<file path="config.mk">
export PLATFORM = sky130hd
export DESIGN_NAME = lifo_stack_with_remove_by_value
export DESIGN_NICKNAME = d
export VERILOG_FILES = /design/src/lifo_rbv_pkg.sv /design/src/lifo_rbv_cell.sv /design/src/lifo_rbv_top_dummy.sv /design/src/lifo_stack_with_remove_by_value.sv
export SDC_FILE = /design/constraint.sdc
export NUM_CORES = 1
export LEC_CHECK = 0
export BUFFER_PORTS_ARGS = -buffer_cell sky130_fd_sc_hd__buf_2
export CAP_MARGIN = 20
export CORE_MARGIN = 8
export CORE_UTILIZATION = 62
export DETAILED_ROUTE_END_ITERATION = 8
export PLACE_DENSITY = 0.79
export SLEW_MARGIN = 30
export SYNTH_ARGS = -nofsm -noshare
export SYNTH_HDL_FRONTEND = slang
export SYNTH_HIERARCHICAL = 1
export SYNTH_SLANG_ARGS = --single-unit
</file>
<file path="constraint.sdc">
create_clock -name aclk -period 10.5 [get_ports aclk]
set_input_delay 0 -clock aclk [delete_from_list [all_inputs] [get_ports aclk]]
set_output_delay 0 -clock aclk [all_outputs]
set_load 0.05 [all_outputs]
</file>
<file path="src/lifo_rbv_pkg.sv">
// ============================================================================
// lifo_rbv_pkg: shared types and constants for the LIFO with remove-by-value
// Command and status codes, request/response payloads, the cell control word.
// ============================================================================
package lifo_rbv_pkg;

    localparam int CMD_W  = 2;
    localparam int ITEM_W = 32;   // item field width on the ports
    localparam int STAT_W = 2;
    localparam int OCC_W  = 5;

    localparam int DEPTH_DEF      = 16;
    localparam int ITEM_WIDTH_DEF = 32;

    localparam logic [CMD_W-1:0] CMD_PUSH = 2'd0;
    localparam logic [CMD_W-1:0] CMD_POP  = 2'd1;
    localparam logic [CMD_W-1:0] CMD_PULL = 2'd2;

    localparam logic [STAT_W-1:0] ST_DONE    = 2'd0;
    localparam logic [STAT_W-1:0] ST_EMPTY   = 2'd1;
    localparam logic [STAT_W-1:0] ST_FULL    = 2'd2;
    localparam logic [STAT_W-1:0] ST_NOMATCH = 2'd3;

    typedef struct packed {
        logic [CMD_W-1:0]  command;
        logic [ITEM_W-1:0] item_value;
    } in_req_t;

    typedef struct packed {
        logic [ITEM_W-1:0] out_item;
        logic [STAT_W-1:0] status;
        logic [OCC_W-1:0]  occupancy;
    } out_rsp_t;

    // Broadcast to every cell for one request.
    typedef struct packed {
        logic push;       // push accepted (store not full): shift toward the bottom
        logic pop;        // pop accepted (store not empty): shift toward the top
        logic pull_hit;   // pull found a match somewhere in the row
    } cell_ctrl_t;

endpackage

</file>
<file path="src/lifo_rbv_cell.sv">
// ============================================================================
// lifo_rbv_cell: one storage cell of the LIFO row
// Holds one entry and its valid bit, compares against the search key and
// takes its neighbor's entry on push, pop or removal.
// ============================================================================
module lifo_rbv_cell #(
    parameter int W = lifo_rbv_pkg::ITEM_WIDTH_DEF
) (
    input  logic                     aclk,
    input  logic                     aresetn,
    input  lifo_rbv_pkg::cell_ctrl_t ctrl,
    input  logic [W-1:0]             key,
    input  logic [W-1:0]             up_data,      // neighbor nearer the top
    input  logic                     up_valid,
    input  logic [W-1:0]             dn_data,      // neighbor nearer the bottom
    input  logic                     dn_valid,
    input  logic                     match_in,     // some older cell matches
    output logic                     match_out,
    output logic [W-1:0]             data,
    output logic                     valid
);

    logic [W-1:0] data_reg, data_next;
    logic         valid_reg, valid_next;
    logic         shift_dn;

    assign match_out = match_in | (valid_reg & (data_reg == key));

    // Pull removes the oldest match: this cell and all older ones close the gap.
    assign shift_dn = ctrl.pop | (ctrl.pull_hit & ~match_in);

    always_comb begin
        data_next  = data_reg;
        valid_next = valid_reg;
        if (ctrl.push) begin
            data_next  = up_data;
            valid_next = up_valid;
        end else if (shift_dn) begin
            data_next  = dn_data;
            valid_next = dn_valid;
        end
    end

    always_ff @(posedge aclk) begin
        data_reg <= data_next;
        if (!aresetn) begin
            valid_reg <= 1'b0;
        end else begin
            valid_reg <= valid_next;
        end
    end

    assign data  = data_reg;
    assign valid = valid_reg;

endmodule

</file>
<file path="src/lifo_rbv_top_dummy.sv">
// ============================================================================
// lifo_rbv_resp: response builder for the LIFO row
// Forms status, popped item, new occupancy and the cell control word, and keeps the entry count.
// ============================================================================
module lifo_rbv_resp #(
    parameter int DEPTH = lifo_rbv_pkg::DEPTH_DEF,
    parameter int W     = lifo_rbv_pkg::ITEM_WIDTH_DEF
) (
    input  logic                     aclk,
    input  logic                     aresetn,
    input  logic                     take,        // request accepted this cycle
    input  lifo_rbv_pkg::in_req_t    req,
    input  logic                     empty,
    input  logic                     full,
    input  logic                     any_match,
    input  logic [W-1:0]             top_data,
    output lifo_rbv_pkg::cell_ctrl_t ctrl,
    output lifo_rbv_pkg::out_rsp_t   rsp
);

    localparam int CNT_W = $clog2(DEPTH + 1);

    logic [CNT_W-1:0] cnt_reg, cnt_next;
    logic [63:0]      top_wide;

    always_comb begin
        ctrl          = '0;
        rsp.out_item  = '0;
        rsp.status    = lifo_rbv_pkg::ST_DONE;
        cnt_next      = cnt_reg;
        top_wide      = 64'(top_data);
        case (req.command)
            lifo_rbv_pkg::CMD_PUSH: begin
                if (full) begin
                    rsp.status = lifo_rbv_pkg::ST_FULL;
                end else begin
                    ctrl.push = take;
                    cnt_next  = cnt_reg + CNT_W'(1);
                end
            end
            lifo_rbv_pkg::CMD_POP: begin
                if (empty) begin
                    rsp.status = lifo_rbv_pkg::ST_EMPTY;
                end else begin
                    ctrl.pop     = take;
                    rsp.out_item = top_wide[lifo_rbv_pkg::ITEM_W-1:0];
                    cnt_next     = cnt_reg - CNT_W'(1);
                end
            end
            lifo_rbv_pkg::CMD_PULL: begin
                if (any_match) begin
                    ctrl.pull_hit = take;
                    cnt_next      = cnt_reg - CNT_W'(1);
                end else begin
                    rsp.status = lifo_rbv_pkg::ST_NOMATCH;
                end
            end
            default: begin
            end
        endcase
        rsp.occupancy = (lifo_rbv_pkg::OCC_W)'(cnt_next);
    end

    always_ff @(posedge aclk) begin
        if (!aresetn) begin
            cnt_reg <= '0;
        end else if (take) begin
            cnt_reg <= cnt_next;
        end
    end

endmodule

</file>
<file path="src/lifo_stack_with_remove_by_value.sv">
// ============================================================================
// lifo_stack_with_remove_by_value: bounded LIFO of item handles
// Push, pop and remove-by-value over a row of shifting storage cells.
// ============================================================================
// Usage:
//   s_ channel carries one request {command, item_value}: push (0), pop (1),
//   pull (2, remove the oldest entry equal to item_value); code 3 is a no-op.
//   m_ channel returns exactly one response per request, in order:
//   {out_item, status, occupancy}. status is done, pop on empty, push on
//   full (item dropped) or pull with no match; occupancy is the entry count
//   after the request.
//   The store is a row of DEPTH cells, top of stack in cell 0. Push shifts
//   the row toward the bottom; pop and pull shift toward the top, pull only
//   from the removed cell down to the bottom cell. Every cell compares its
//   entry with the key at once, and a match flag ripples from the bottom
//   cell to the top, so the oldest match is the one removed.
//   The response is registered, valid in the cycle after acceptance.
//   Throughput: one request per cycle unless the receiver stalls; each request
//   completes in the accept cycle, updating cells, entry count and output register.
//   When the receiver stalls, the response is held in the output register
//   and s_ready drops until it is taken; s_ready stays high in the cycle the
//   held response is taken.
//   Reset (aresetn low, synchronous) empties the store and the output
//   register; entry contents are not cleared.
// ============================================================================
module lifo_stack_with_remove_by_value #(
    parameter int DEPTH      = lifo_rbv_pkg::DEPTH_DEF,
    parameter int ITEM_WIDTH = lifo_rbv_pkg::ITEM_WIDTH_DEF
) (
    input  logic                   aclk,
    input  logic                   aresetn,
    input  logic                   s_valid,
    output logic                   s_ready,
    input  lifo_rbv_pkg::in_req_t  s_req,
    output logic                   m_valid,
    input  logic                   m_ready,
    output lifo_rbv_pkg::out_rsp_t m_rsp
);

    logic [ITEM_WIDTH-1:0] data [DEPTH];
    logic                  valid[DEPTH];
    logic                  match[DEPTH+1];   // match[j]: some cell at index >= j matches

    lifo_rbv_pkg::cell_ctrl_t ctrl;
    lifo_rbv_pkg::out_rsp_t   rsp, rsp_reg;
    logic                     m_valid_reg;
    logic                     take;
    logic [63:0]              key_wide;
    logic [ITEM_WIDTH-1:0]    key;

    // Key is the low ITEM_WIDTH bits of the request item, zero-extended.
    assign key_wide = 64'(s_req.item_value);
    assign key      = key_wide[ITEM_WIDTH-1:0];

    // Output register: accept whenever the held response leaves or none is held.
    assign s_ready = ~m_valid_reg | m_ready;
    assign take    = s_valid & s_ready;

    assign match[DEPTH] = 1'b0;

    for (genvar j = 0; j < DEPTH; j++) begin : g_cell
        logic [ITEM_WIDTH-1:0] up_d, dn_d;
        logic                  up_v, dn_v;

        if (j == 0) begin : g_top
            assign up_d = key;             // push enters at the top
            assign up_v = 1'b1;
        end else begin : g_mid_up
            assign up_d = data[j-1];
            assign up_v = valid[j-1];
        end

        if (j == DEPTH - 1) begin : g_bot
            assign dn_d = '0;              // bottom cell empties on a shift up
            assign dn_v = 1'b0;
        end else begin : g_mid_dn
            assign dn_d = data[j+1];
            assign dn_v = valid[j+1];
        end

        lifo_rbv_cell #(
            .W (ITEM_WIDTH)
        ) u_cell (
            .aclk      (aclk),
            .aresetn   (aresetn),
            .ctrl      (ctrl),
            .key       (key),
            .up_data   (up_d),
            .up_valid  (up_v),
            .dn_data   (dn_d),
            .dn_valid  (dn_v),
            .match_in  (match[j+1]),
            .match_out (match[j]),
            .data      (data[j]),
            .valid     (valid[j])
        );
    end

    lifo_rbv_resp #(
        .DEPTH (DEPTH),
        .W     (ITEM_WIDTH)
    ) u_resp (
        .aclk      (aclk),
        .aresetn   (aresetn),
        .take      (take),
        .req       (s_req),
        .empty     (~valid[0]),
        .full      (valid[DEPTH-1]),
        .any_match (match[0]),
        .top_data  (data[0]),
        .ctrl      (ctrl),
        .rsp       (rsp)
    );

    always_ff @(posedge aclk) begin
        if (take) begin
            rsp_reg <= rsp;
        end
        if (!aresetn) begin
            m_valid_reg <= 1'b0;
        end else if (take) begin
            m_valid_reg <= 1'b1;
        end else if (m_ready) begin
            m_valid_reg <= 1'b0;
        end
    end

    assign m_valid = m_valid_reg;
    assign m_rsp   = rsp_reg;

endmodule

</file>
Word-level counts from Yosys, hierarchy flattened:

Index checks and enable logic that the tools add are counted.

* register bits: 573
* latch bits: 0
* RAM bits: 0
* bits in read-only memories: 0
* bits of input ports: 38
* output and inout bits: 41
* logic and storage cells: 236
* memories kept: 0

* $add $sub $neg: 2
* multipliers: 0
* div/mod/pow operators: 0
* order comparisons: 0
* equality and inequality tests: 18
* shift-type cells: 0
* mux-type cells: 80
* bitwise operators: 80
* reductions and logical operators: 19

Operators with widths (count)
* $mux 32: 32
* $eq 32x32->1: 16
* $mux 1: 41
* $reduce_bool 2->1: 17
* $and 1x1->1: 32
* $or 1x1->1: 32
* $not 1->1: 16
* $mux 5: 3
* $pmux 5 s3: 1
* $pmux 2 s3: 1
* $add 5x1->5 const B: 1
* $sub 5x1->5 const B: 1
* $mux 2: 2
* $eq 2x1->1 const B: 1
* $eq 2x2->1 const B: 1
* $logic_not 2->1: 1
* $reduce_and 2->1: 1

Logic depth before layout (Yosys ltp):

Gate-level depths: netlist of the first run.

* depth after elaboration: 23
* depth in mapped cells: 25
* gate-level depth less buffers: 25

Modules after synthesis:

Netlist of the first run, hierarchy kept.

Modules (own cells, without submodules)
* lifo_rbv_cell: times used 16, cells each 119, area each 1756.7 um^2, sequential area each 980.9 um^2
* lifo_stack_with_remove_by_value: times used 1, cells each 47, area each 1239.9 um^2, sequential area each 1191.1 um^2
* lifo_rbv_resp: times used 1, cells each 115, area each 817.0 um^2, sequential area each 100.1 um^2

Worst setup path before layout of the first run:

OpenSTA, ideal clock, no wires.

* path kind: reg2reg
* from: register g_cell[15].u_cell.data_reg[20]
* to: register g_cell[0].u_cell.valid_reg
* setup time: 0.125 ns
* data arrival time: 6.311 ns
* required time: 10.375 ns
* slack: 4.064 ns
* cell stages (with the launch flop): 22
* buffers on the path: 0
* clock period less this slack: 6.436 ns
* path through: edfxtp_1 xor2_1 nor4_1 and3_1 a31o_1 a31o_1 a31o_1 a31o_1 a31o_1 a31o_1 a31o_1 a31o_1 a31o_1 a31o_1 a31o_1 a31o_1 a31o_1 a31o_1 a31o_1 o21ai_0 mux2i_1 nor2b_1

RTL lines
* from (decl): RTL line lifo_rbv_cell.sv:23 `logic [W-1:0] data_reg, data_next;`
* from (signal assigned): RTL line lifo_rbv_cell.sv:45 `data_reg <= data_next;`
* to (signal assigned): RTL line lifo_rbv_cell.sv:49 `valid_reg <= valid_next;`
* to (decl): RTL line lifo_rbv_cell.sv:24 `logic valid_reg, valid_next;`

==> results of run 1 <==
## routing by layer
layer	global-route usage, %	part of all wire, %	vias to the layer above
li1	-	-	7978
met1	31.0	48	8491
met2	32.8	46	373
met3	3.37	4.1	92
met4	5.69	2.1	0
met5	0	0	-
## what timing repair did
| action | in CTS | in global routing |
|---|---|---|
| hold buffers | 6 | 0 |
| endpoints found under the hold margin | 25 | 0 |
| endpoints found under the setup margin | 0 | 0 |
## critical path, stage by stage, from the launching register on
cell and delay, ps:
edfxtp_1 410, xnor2_1 170, nand4_1 140, nor4_1 570
a31o_1 300, a31o_1 200, a31o_1 200, a31o_1 200
a31o_1 210, a31o_1 210, a31o_1 210, a31o_1 220
a31o_1 210, a31o_1 210, a31o_1 220, a31o_1 210
a31o_1 200, a31o_1 190, a31o_1 200, a31o_1 220
nand3b_1 180, nor2_2 630, inv_1 170, o21ai_4 550
buf_16 240
## power by group
part / switching, W / internal [W] / total, W
Sequential: 0.0000762 / 0.00261 / 0.00269
Clock: 0.000853 / 0.00123 / 0.00208
Combinational: 0.000273 / 0.000253 / 0.000526
## stage by stage
step / utilization [%] / std cells / cell area (sq um)
after floorplan: - / 2100 / 30300
after global placement: 64.7 / 2734 / 31400
after detailed placement: 65.1 / 2740 / 31500
after CTS: 69.1 / 2854 / 33500
after global routing: 69.8 / 2867 / 33800
final: 69.8 / 2867 / 33800
## worst min path at each step
stage | startpoint | to | slack (ps)
after CTS | s_req[23] | g_cell[0].u_cell/data[23] | 130
after detailed placement | s_valid | m_valid | 260
final | s_req[23] | g_cell[0].u_cell/data[23] | 160
after floorplan | aresetn | g_cell[0].u_cell/valid | 130
after global routing | s_req[23] | g_cell[0].u_cell/data[23] | 160
after global placement | s_valid | m_valid | 250
## kinds of logic after synthesis
logic type / count (synthesis)
flip-flops: 573
multiplexers: 546
XOR/XNOR: 516
AND/OR/NAND/NOR: 278
buffers and inverters: 95
AO/OA/AOI/OAI: 54
adder cells (fa/ha/maj): 2
other: 2
## placed cells by master, fill, tap and decap left out, drive strengths merged, types with 17 or more instances in the layout
master and instances:
buf 101, xnor2 450, mux2i 17, o21ai 21, clkinv 20, nor3 20, edfxtp 551, and2 34
nand4 96, conb 36, mux2 529, nor2 23, nand3 21, clkbuf 79, nor4 33, xor2 66
inv 24, dfxtp 22
## layout make-up
class                   instances  area [sq um]
well taps                     622           778
inverters                      23          86.3
repair buffers                107           983
flip-flops and latches        573         17000
clock inverters                29           313
diodes                          2          5.00
clock buffers                  79          1590
fillers                      3361         14700
multi-input cells            1432         13000
==> flow_metrics.py, run 1 <==
metrics = {
    "sta": {
        "whs_ps": 162,
        "finalWorstSetupSlack_ps": 3680,
        "fmax_ghz": 0.147,
        "setup_viol": 0,
        "finalCriticalPeriod_ps": 6820,
        "drv_slew": 0,
        "tns_ps": 0,
        "hold_violations": 0,
        "relSlewSlack_pct": 40.6,
        "finClkSkew_ps": 20.5,
        "rsz0062_at_grt": "no",
        "worst_slew_pin_slew_ps": 891,
        "timing.final.crit_share_pct": 64.9,
    },
    "placement": {
        "place_ws_ps": 3560,
        "gp_congestion": 0.884,
        "dp_hpwl_mm": 43.6,
        "io_buffer_count": 78,
    },
    "logic_synthesis": {
        "avgSynthCellArea_sq_um": 14.6,
        "netlist_top_cells_count": "edfxtp_1, mux2_2, xnor2_1",
        "synth_edf_count": 551,
        "synth_warnings": 6,
        "synthSimpleGateAreaFrac_pct": 5.50,
        "async_flop_share_pct": 0,
        "synth_xor_area_share_pct": 15.0,
        "synth_top_area_share_pct": 54.9,
        "synth_compound_area_share_pct": 1.30,
        "synthCells": 2066,
        "synth_seq_cells": 573,
        "synth_cell_types": 48,
        "synth.most_common_cell": "edfxtp_1",
        "synth_area_sq_um": 30200,
        "seq_area_frac_synth_pct": 56.3,
        "ys.flop_type": "edfxtp_1",
        "synth_top_family_by_area": "multiplexers",
        "synth_top_cells_by_area": "edfxtp_1, mux2_2, xnor2_1, nand4_1, xor2_1",
        "synth_area_leader_cell": "edfxtp_1",
        "synth_mux_area_share_pct": 20.3,
        "synthAdderAreaFrac_pct": 0.0830,
    },
    "min_path": {
        "worstHoldPathType": "in -> reg",
        "min_delay_path_depth": 2,
    },
    "clock_tree": {
        "clock_sinks": 573,
        "ctsLongestPathBuffers": 3,
        "post_cts_resized": 0,
        "post-cts-setup-buffer-count": 0,
        "clk_pin_slew_worst_paths_ps": 60,
        "cts_tree": "built",
        "htreeDepth": 2,
        "cts_buffers": 58,
        "cts-root-buf": "clkbuf_16",
        "worstSkewPairLatency_ps": 620,
    },
    "grt": {
        "antenna_found_initial": 2,
        "track_usage_pct": 21.2,
        "grt_max_degree": 210,
        "grt-ovfl-total": 0,
        "grt_pass1_wl_mm": 96.0,
        "grt_pass1_vias": 17300,
    },
    "power": {
        "power.total_w": 0.00530,
        "ir_drop_mv": 0.116,
        "pwr_density_cell_nw_per_um2": 157,
        "p_leak_nw": 10.7,
    },
    "critical_path": {
        "crit_path_start_kind": "flop",
        "critical_path_peak_fanout": 19,
        "worst-r2r-cell-count": 24,
        "critical_path_class": "reg -> reg",
        "critical_path_arrival_ps": 7130,
        "r2r_slack_ps": 3680,
        "reg2reg_from": "g_cell[15].u_cell/data[11]",
        "critPathLaunch": "g_cell[15].u_cell/data[11]",
        "cp-end-kind": "flop",
        "endpoint": "g_cell[14].u_cell/data[5]",
        "reg2reg_to": "g_cell[14].u_cell/data[5]",
        "required_ps": 10810,
    },
    "floorplan": {
        "core_sq_um": 48400,
        "die_w_um": 237,
        "die-area_sq_um": 56000,
        "die_y_um": 237,
        "io_pins": 79,
        "initial_core_util_pct": 62.3,
        "fp-row-count": 81,
    },
    "finish": {
        "largest_reg_flops": 512,
        "syn2layout_area_growth_pct": 12.0,
        "drive_gt1_share_pct": 32.9,
        "finish.net_count": 2235,
    },
    "detailed_routing": {
        "ant_nets": 0,
        "finalWirelength_mm": 60.8,
        "post_drt_wl_per_cell_um": 21.2,
        "via_per_inst": 5.91,
        "drtPass1Iterations": 5,
        "drt_iter0_drc": 1305,
        "drc": 0,
        "vias": 16900,
    },
    "outcome": {
        "status": "completed",
    },
    "flow_run": {
        "cap_violations": 0,
    },
}
Note: power is estimated with default switching activity, not from simulation.
==> run 2, diff against run 1 <==
--- a/config.mk
+++ b/config.mk
@@ -8,9 +8,9 @@
 export BUFFER_PORTS_ARGS = -buffer_cell sky130_fd_sc_hd__buf_2
 export CAP_MARGIN = 20
 export CORE_MARGIN = 8
-export CORE_UTILIZATION = 62
+export CORE_UTILIZATION = 57
 export DETAILED_ROUTE_END_ITERATION = 8
-export PLACE_DENSITY = 0.79
+export PLACE_DENSITY = 0.77
 export SLEW_MARGIN = 30
 export SYNTH_ARGS = -nofsm -noshare
 export SYNTH_HDL_FRONTEND = slang
==> constraint.sdc (replaced) <==
create_clock -name aclk -period 5.9 [get_ports aclk]
set_input_delay 0 -clock aclk [delete_from_list [all_inputs] [get_ports aclk]]
set_output_delay 0 -clock aclk [all_outputs]
set_load 0.05 [all_outputs]
==> run 2 against run 1 <==
Net effect:
- cell count is 4.2% higher
- non-clock buffer count is 51 higher
- maximum frequency is 22% higher
- sequential cell count stayed put
- clock-buffer cell count is 11 higher
- global-route usage is 0.92 points lower
- register-to-register slack worse by 3400 ps
- sequential power is 78% higher
==> flow_metrics.py, run 2 (synthesized netlist as in run 1, its figures left out) <==
metrics = {
    "clock_tree": {
        "hold_buffers": 6,
        "worstSkewPairLatency_ps": 620,
        "cts-root-buf": "clkbuf_16",
        "cts_tree": "built",
        "clock_sinks": 573,
        "cts_buffers": 60,
        "htreeDepth": 2,
        "clk_pin_slew_worst_paths_ps": 60,
        "ctsLongestPathBuffers": 3,
        "post_cts_resized": 0,
        "post-cts-setup-buffer-count": 0,
    },
    "finish": {
        "syn2layout_area_growth_pct": 13.6,
        "drive_gt1_share_pct": 34.1,
        "postLayoutCoreUtil_pct": 65.3,
        "finish.net_count": 2288,
        "largest_reg_flops": 512,
        "final_common_cell": "edfxtp_1",
        "insertedDiodeCount": 0,
        "mostFrequentLayoutCells": "edfxtp_1, mux2_2, xnor2_1",
    },
    "sta": {
        "setup_viol": 0,
        "finalWorstSetupSlack_ps": 295,
        "tns_ps": 0,
        "rsz0062_at_grt": "no",
        "timing.final.crit_share_pct": 95.0,
        "worst_slew_pin_slew_ps": 789,
        "drv_slew": 0,
        "relSlewSlack_pct": 47.4,
        "whs_ps": 38.6,
        "hold_violations": 0,
        "finClkSkew_ps": 23.1,
        "finalCriticalPeriod_ps": 5610,
        "fmax_ghz": 0.178,
    },
    "grt": {
        "grt_pass1_vias": 17600,
        "grt_max_degree": 191,
        "track_usage_pct": 20.3,
        "grt-ovfl-total": 0,
        "antenna_found_initial": 1,
        "grt_pass1_wl_mm": 98.3,
    },
    "critical_path": {
        "cp-end-kind": "flop",
        "crit_path_start_kind": "flop",
        "slowest_stage": "edfxtp_1",
        "crit_buf_inv": 4,
        "critical_path_peak_fanout": 20,
        "critical_path_class": "reg -> reg",
        "cpMostUsedCell": "a31o_1",
        "cp_top_family": "compound AO/OA/AOI/OAI gates",
        "critical_path_arrival_ps": 5980,
        "required_ps": 6280,
        "max_stage_delay_ps": 420,
    },
    "detailed_routing": {
        "finalWirelength_mm": 63.4,
        "drc": 0,
        "drtPass1Iterations": 5,
        "post_drt_wl_per_cell_um": 21.2,
        "via_per_inst": 5.77,
        "drt_iter0_drc": 1339,
        "vias": 17200,
        "ant_nets": 0,
    },
    "floorplan": {
        "die_y_um": 246,
        "initial_core_util_pct": 57.5,
        "die_w_um": 246,
        "fp-row-count": 84,
        "core_sq_um": 52400,
        "die-area_sq_um": 60500,
        "io_pins": 79,
    },
    "power": {
        "ir_drop_mv": 0.245,
        "p_leak_nw": 11.0,
        "clock_power_share_pct": 38.6,
        "pwr-share-seq_pct": 51.1,
        "p_switching_w": 0.00217,
        "power.share.switching_pct": 23.2,
        "intPower_w": 0.00721,
        "pwr_density_cell_nw_per_um2": 274,
        "p_comb_share_pct": 10.3,
    },
    "placement": {
        "gp_congestion": 0.834,
        "io_buffer_count": 78,
        "place_ws_ps": 351,
        "dp_hpwl_mm": 45.8,
    },
    "flow_run": {
        "cap_violations": 0,
    },
    "min_path": {
        "worstHoldPathType": "in -> reg",
    },
    "outcome": {
        "status": "completed",
    },
}
## run 2: worst paths after layout
kind	start	to	slack (ps)	depth (start not counted)
setup / recovery	g_cell[15].u_cell/data[11]	g_cell[14].u_cell/data[18]	290	26
hold / removal	s_req[26]	g_cell[0].u_cell/data[26]	40	2
setup reg to reg	g_cell[15].u_cell/data[11]	g_cell[14].u_cell/data[18]	290	26
hold reg to reg	g_cell[5].u_cell/valid	g_cell[5].u_cell/valid	550	2
## run 2: layout make-up
cell class              instances  area (sq um)
fillers                      3725         18200
flip-flops and latches        573         17000
multi-input cells            1432         13100
clock buffers                  90          1680
repair buffers                158          1390
well taps                     688           861
clock inverters                24           195
inverters                      23          86.3
## run 2: power groups by stage
stage               Sequential (W)  Clock [W]  Combinational (W)
global route               0.00481    0.00385            0.00104
floorplan                  0.00488          0           0.000620
finish                     0.00479    0.00362           0.000970
detailed placement         0.00488          0           0.000927
CTS                        0.00479    0.00369           0.000937
global placement           0.00487          0           0.000891
## run 2: per-layer routing
| layer | share of wire [%] | global-route usage [%] |
|---|---|---|
| met3 | 4.2 | 2.63 |
| met2 | 45 | 31.4 |
| met4 | 2.0 | 5.47 |
| met5 | 0 | 0 |
| met1 | 48 | 30.1 |
## run 2: stage by stage
stage	instance area (sq um)	cells	power (W)
floorplan	30300	2100	0.00550
global placement	31900	2851	0.00576
detailed placement	31900	2853	0.00581
CTS	33900	2973	0.00942
global route	34300	2988	0.00970
finish	34300	2988	0.00939
==> run 3, diff against run 2 <==
--- a/config.mk
+++ b/config.mk
@@ -5,12 +5,13 @@
 export SDC_FILE = /design/constraint.sdc
 export NUM_CORES = 1
 export LEC_CHECK = 0
+export ABC_AREA = 1
 export BUFFER_PORTS_ARGS = -buffer_cell sky130_fd_sc_hd__buf_2
 export CAP_MARGIN = 20
 export CORE_MARGIN = 8
-export CORE_UTILIZATION = 57
+export CORE_UTILIZATION = 58
 export DETAILED_ROUTE_END_ITERATION = 8
-export PLACE_DENSITY = 0.77
+export PLACE_DENSITY = 0.79
 export SLEW_MARGIN = 30
 export SYNTH_ARGS = -nofsm -noshare
 export SYNTH_HDL_FRONTEND = slang
==> constraint.sdc (replaced) <==
create_clock -name aclk -period 5.9 [get_ports aclk]
set_input_delay 0 -clock aclk [delete_from_list [all_inputs] [get_ports aclk]]
set_output_delay 0 -clock aclk [all_outputs]
set_load 0.005 [all_outputs]
==> run 3 against run 2 <==
Net effect:
- setup slack gained 1100 ps
- highest routed layer is now met5
- largest cell class unchanged
- global-route usage is 0.55 points higher
- die area increased by 9.9%
==> flow_metrics.py, run 3 <==
metrics = {
    "outcome": {
        "status": "completed",
    },
    "grt": {
        "grt_pass1_wl_mm": 115,
        "track_usage_pct": 20.9,
        "grt_pass1_vias": 22400,
        "grt-ovfl-total": 0,
        "grt_max_degree": 88,
        "antenna_found_initial": 6,
    },
    "critical_path": {
        "slowest_stage": "nand2_2",
        "critical_path_arrival_ps": 5030,
        "endpoint": "g_cell[14].u_cell/valid",
        "critPathLaunch": "g_cell[15].u_cell/data[26]",
        "cp-end-kind": "flop",
        "r2r_slack_ps": 1370,
        "critical_path_peak_fanout": 33,
        "required_ps": 6400,
        "max_stage_delay_ps": 640,
        "crit_path_start_kind": "flop",
        "worst-r2r-cell-count": 47,
        "critical_path_class": "reg -> reg",
        "reg2reg_to": "g_cell[14].u_cell/valid",
        "cpMostUsedCell": "nand2_1",
        "reg2reg_from": "g_cell[15].u_cell/data[26]",
    },
    "detailed_routing": {
        "post_drt_wl_per_cell_um": 16.1,
        "finalWirelength_mm": 71.6,
        "drtPass1Iterations": 5,
        "vias": 23100,
        "ant_nets": 0,
        "drc": 0,
        "drt_iter0_drc": 1984,
        "via_per_inst": 5.20,
    },
    "clock_tree": {
        "hold_buffers": 9,
        "ctsLongestPathBuffers": 3,
        "clock_sinks": 573,
        "post_cts_resized": 0,
        "post-cts-setup-buffer-count": 0,
        "clk_pin_slew_worst_paths_ps": 60,
        "cts-root-buf": "clkbuf_16",
        "cts_buffers": 59,
        "htreeDepth": 2,
        "worstSkewPairLatency_ps": 620,
        "cts_tree": "built",
    },
    "logic_synthesis": {
        "synth_seq_cells": 573,
        "synth_compound_area_share_pct": 1.14,
        "synthAdderAreaFrac_pct": 0.0737,
        "synth_top_cells_by_area": "edfxtp_1, mux2_2, nand2_1, inv_1, xnor2_1",
        "synth_top_area_share_pct": 48.8,
        "async_flop_share_pct": 0,
        "synth.most_common_cell": "nand2_1",
        "synth_top_family_by_area": "multiplexers",
        "synth_warnings": 6,
        "synth_xor_area_share_pct": 4.95,
        "synth_area_leader_cell": "edfxtp_1",
        "seq_area_frac_synth_pct": 50.0,
        "ys.flop_type": "edfxtp_1",
        "synth_area_sq_um": 33900,
        "avgSynthCellArea_sq_um": 9.75,
        "netlist_top_cells_count": "nand2_1, inv_1, edfxtp_1",
        "synthSimpleGateAreaFrac_pct": 15.8,
        "synth_mux_area_share_pct": 18.0,
        "synth_cell_types": 27,
        "synth_edf_count": 551,
        "synthCells": 3481,
    },
    "finish": {
        "mostFrequentLayoutCells": "nand2_1, inv_1, edfxtp_1",
        "largest_reg_flops": 512,
        "final_common_cell": "nand2_1",
        "syn2layout_area_growth_pct": 9.01,
        "multiInputGateArea_sq_um": 13800,
        "drive_gt1_share_pct": 19.7,
        "final_cells": 4449,
        "n_fill_cell": 4427,
        "finish.net_count": 3671,
        "finalInstanceArea_sq_um": 37000,
        "register_area_sq_um": 17000,
    },
    "sta": {
        "finClkSkew_ps": 21.6,
        "relSlewSlack_pct": 40.5,
        "fmax_ghz": 0.221,
        "tns_ps": 0,
        "worst_slew_pin_slew_ps": 890,
        "timing.final.crit_share_pct": 76.8,
        "drv_slew": 0,
        "hold_violations": 0,
        "rsz0062_at_grt": "no",
        "setup_viol": 0,
        "finalCriticalPeriod_ps": 4530,
    },
    "placement": {
        "io_buffer_count": 78,
        "place_area_sq_um": 35100,
        "post-place-cells": 4326,
        "dp_hpwl_mm": 51.4,
        "gp_congestion": 0.844,
    },
    "floorplan": {
        "fp-row-count": 88,
        "die_w_um": 258,
        "io_pins": 79,
        "die_y_um": 258,
        "die-area_sq_um": 66500,
        "core_sq_um": 57800,
        "initial_core_util_pct": 58.7,
    },
    "min_path": {
        "worstHoldPathType": "in -> reg",
    },
    "power": {
        "p_leak_nw": 15.9,
        "pwr_density_cell_nw_per_um2": 256,
        "ir_drop_mv": 0.207,
    },
    "flow_run": {
        "cap_violations": 0,
    },
}
==> run 3: logic make-up (layout without fill, tap and decap cells) <==
family	Yosys count	count (layout)
simple gates	1345	1345
mux	528	528
buf+inv	763	929
compound gates	76	76
other cells	2	39
flops	573	573
xor+xnor	192	192
fa+ha+maj	2	2
==> run 3: worst max-delay path: cells and delay by family, from the launching register on <==
kind | cells | cell delay [ps]
DFF | 1 | 400
and+or+nand+nor | 28 | 2650
buffers and inverters | 17 | 1100
AOI/OAI and AO/OA | 2 | 240
==> run 3: how the worst min path moves through the flow <==
stage               startpoint                       end  depth (start not counted)
finish                 s_valid                 m_rsp[36]                          4
global route          s_req[8]  g_cell[0].u_cell/data[8]                          2
CTS                   s_req[6]  g_cell[0].u_cell/data[6]                          2
detailed placement     m_ready                   m_valid                          4
global placement       m_ready                   m_valid                          4
floorplan              m_ready                   s_ready                          2
==> run 3: stage by stage <==
step	setup WS [ps]	power (W)	hold WS [ps]	utilization, %
final	1370	0.00949	153	64.0
after global routing	714	0.00985	152	64.0
after CTS	1390	0.00955	120	64.0
after detailed placement	1290	0.00603	289	60.7
after floorplan	269	0.00570	79.1	-
after global placement	1320	0.00598	284	60.7
==> run 3: area by class of cell <==
| type | instances | area share, % |
|---|---|---|
| Antenna cell | 4 | 0.0271 |
| Clock buffer | 93 | 4.69 |
| Clock inverter | 17 | 0.196 |
| Inverter | 696 | 7.06 |
| Multi-Input combinational cell | 2178 | 37.2 |
| Sequential cell | 573 | 45.9 |
| Tap cell | 765 | 2.59 |
| Timing Repair Buffer | 123 | 2.33 |
==> run 3: power breakdown <==
group	switching [W]	total, W	internal (W)
Clock	0.00152	0.00353	0.00200
Sequential	0.000168	0.00488	0.00471
Combinational	0.000604	0.00108	0.000478
Total	0.00230	0.00949	0.00719
==> run 3: routing by layer <==
metal / up-vias / global-route usage, % / part of all wire [%]
met4: 4 / 7.01 / 3.1
met3: 127 / 3.27 / 5.5
li1: 11500 / - / -
met5: - / 0 / 0.028
met2: 614 / 34.0 / 47
met1: 10900 / 28.4 / 45
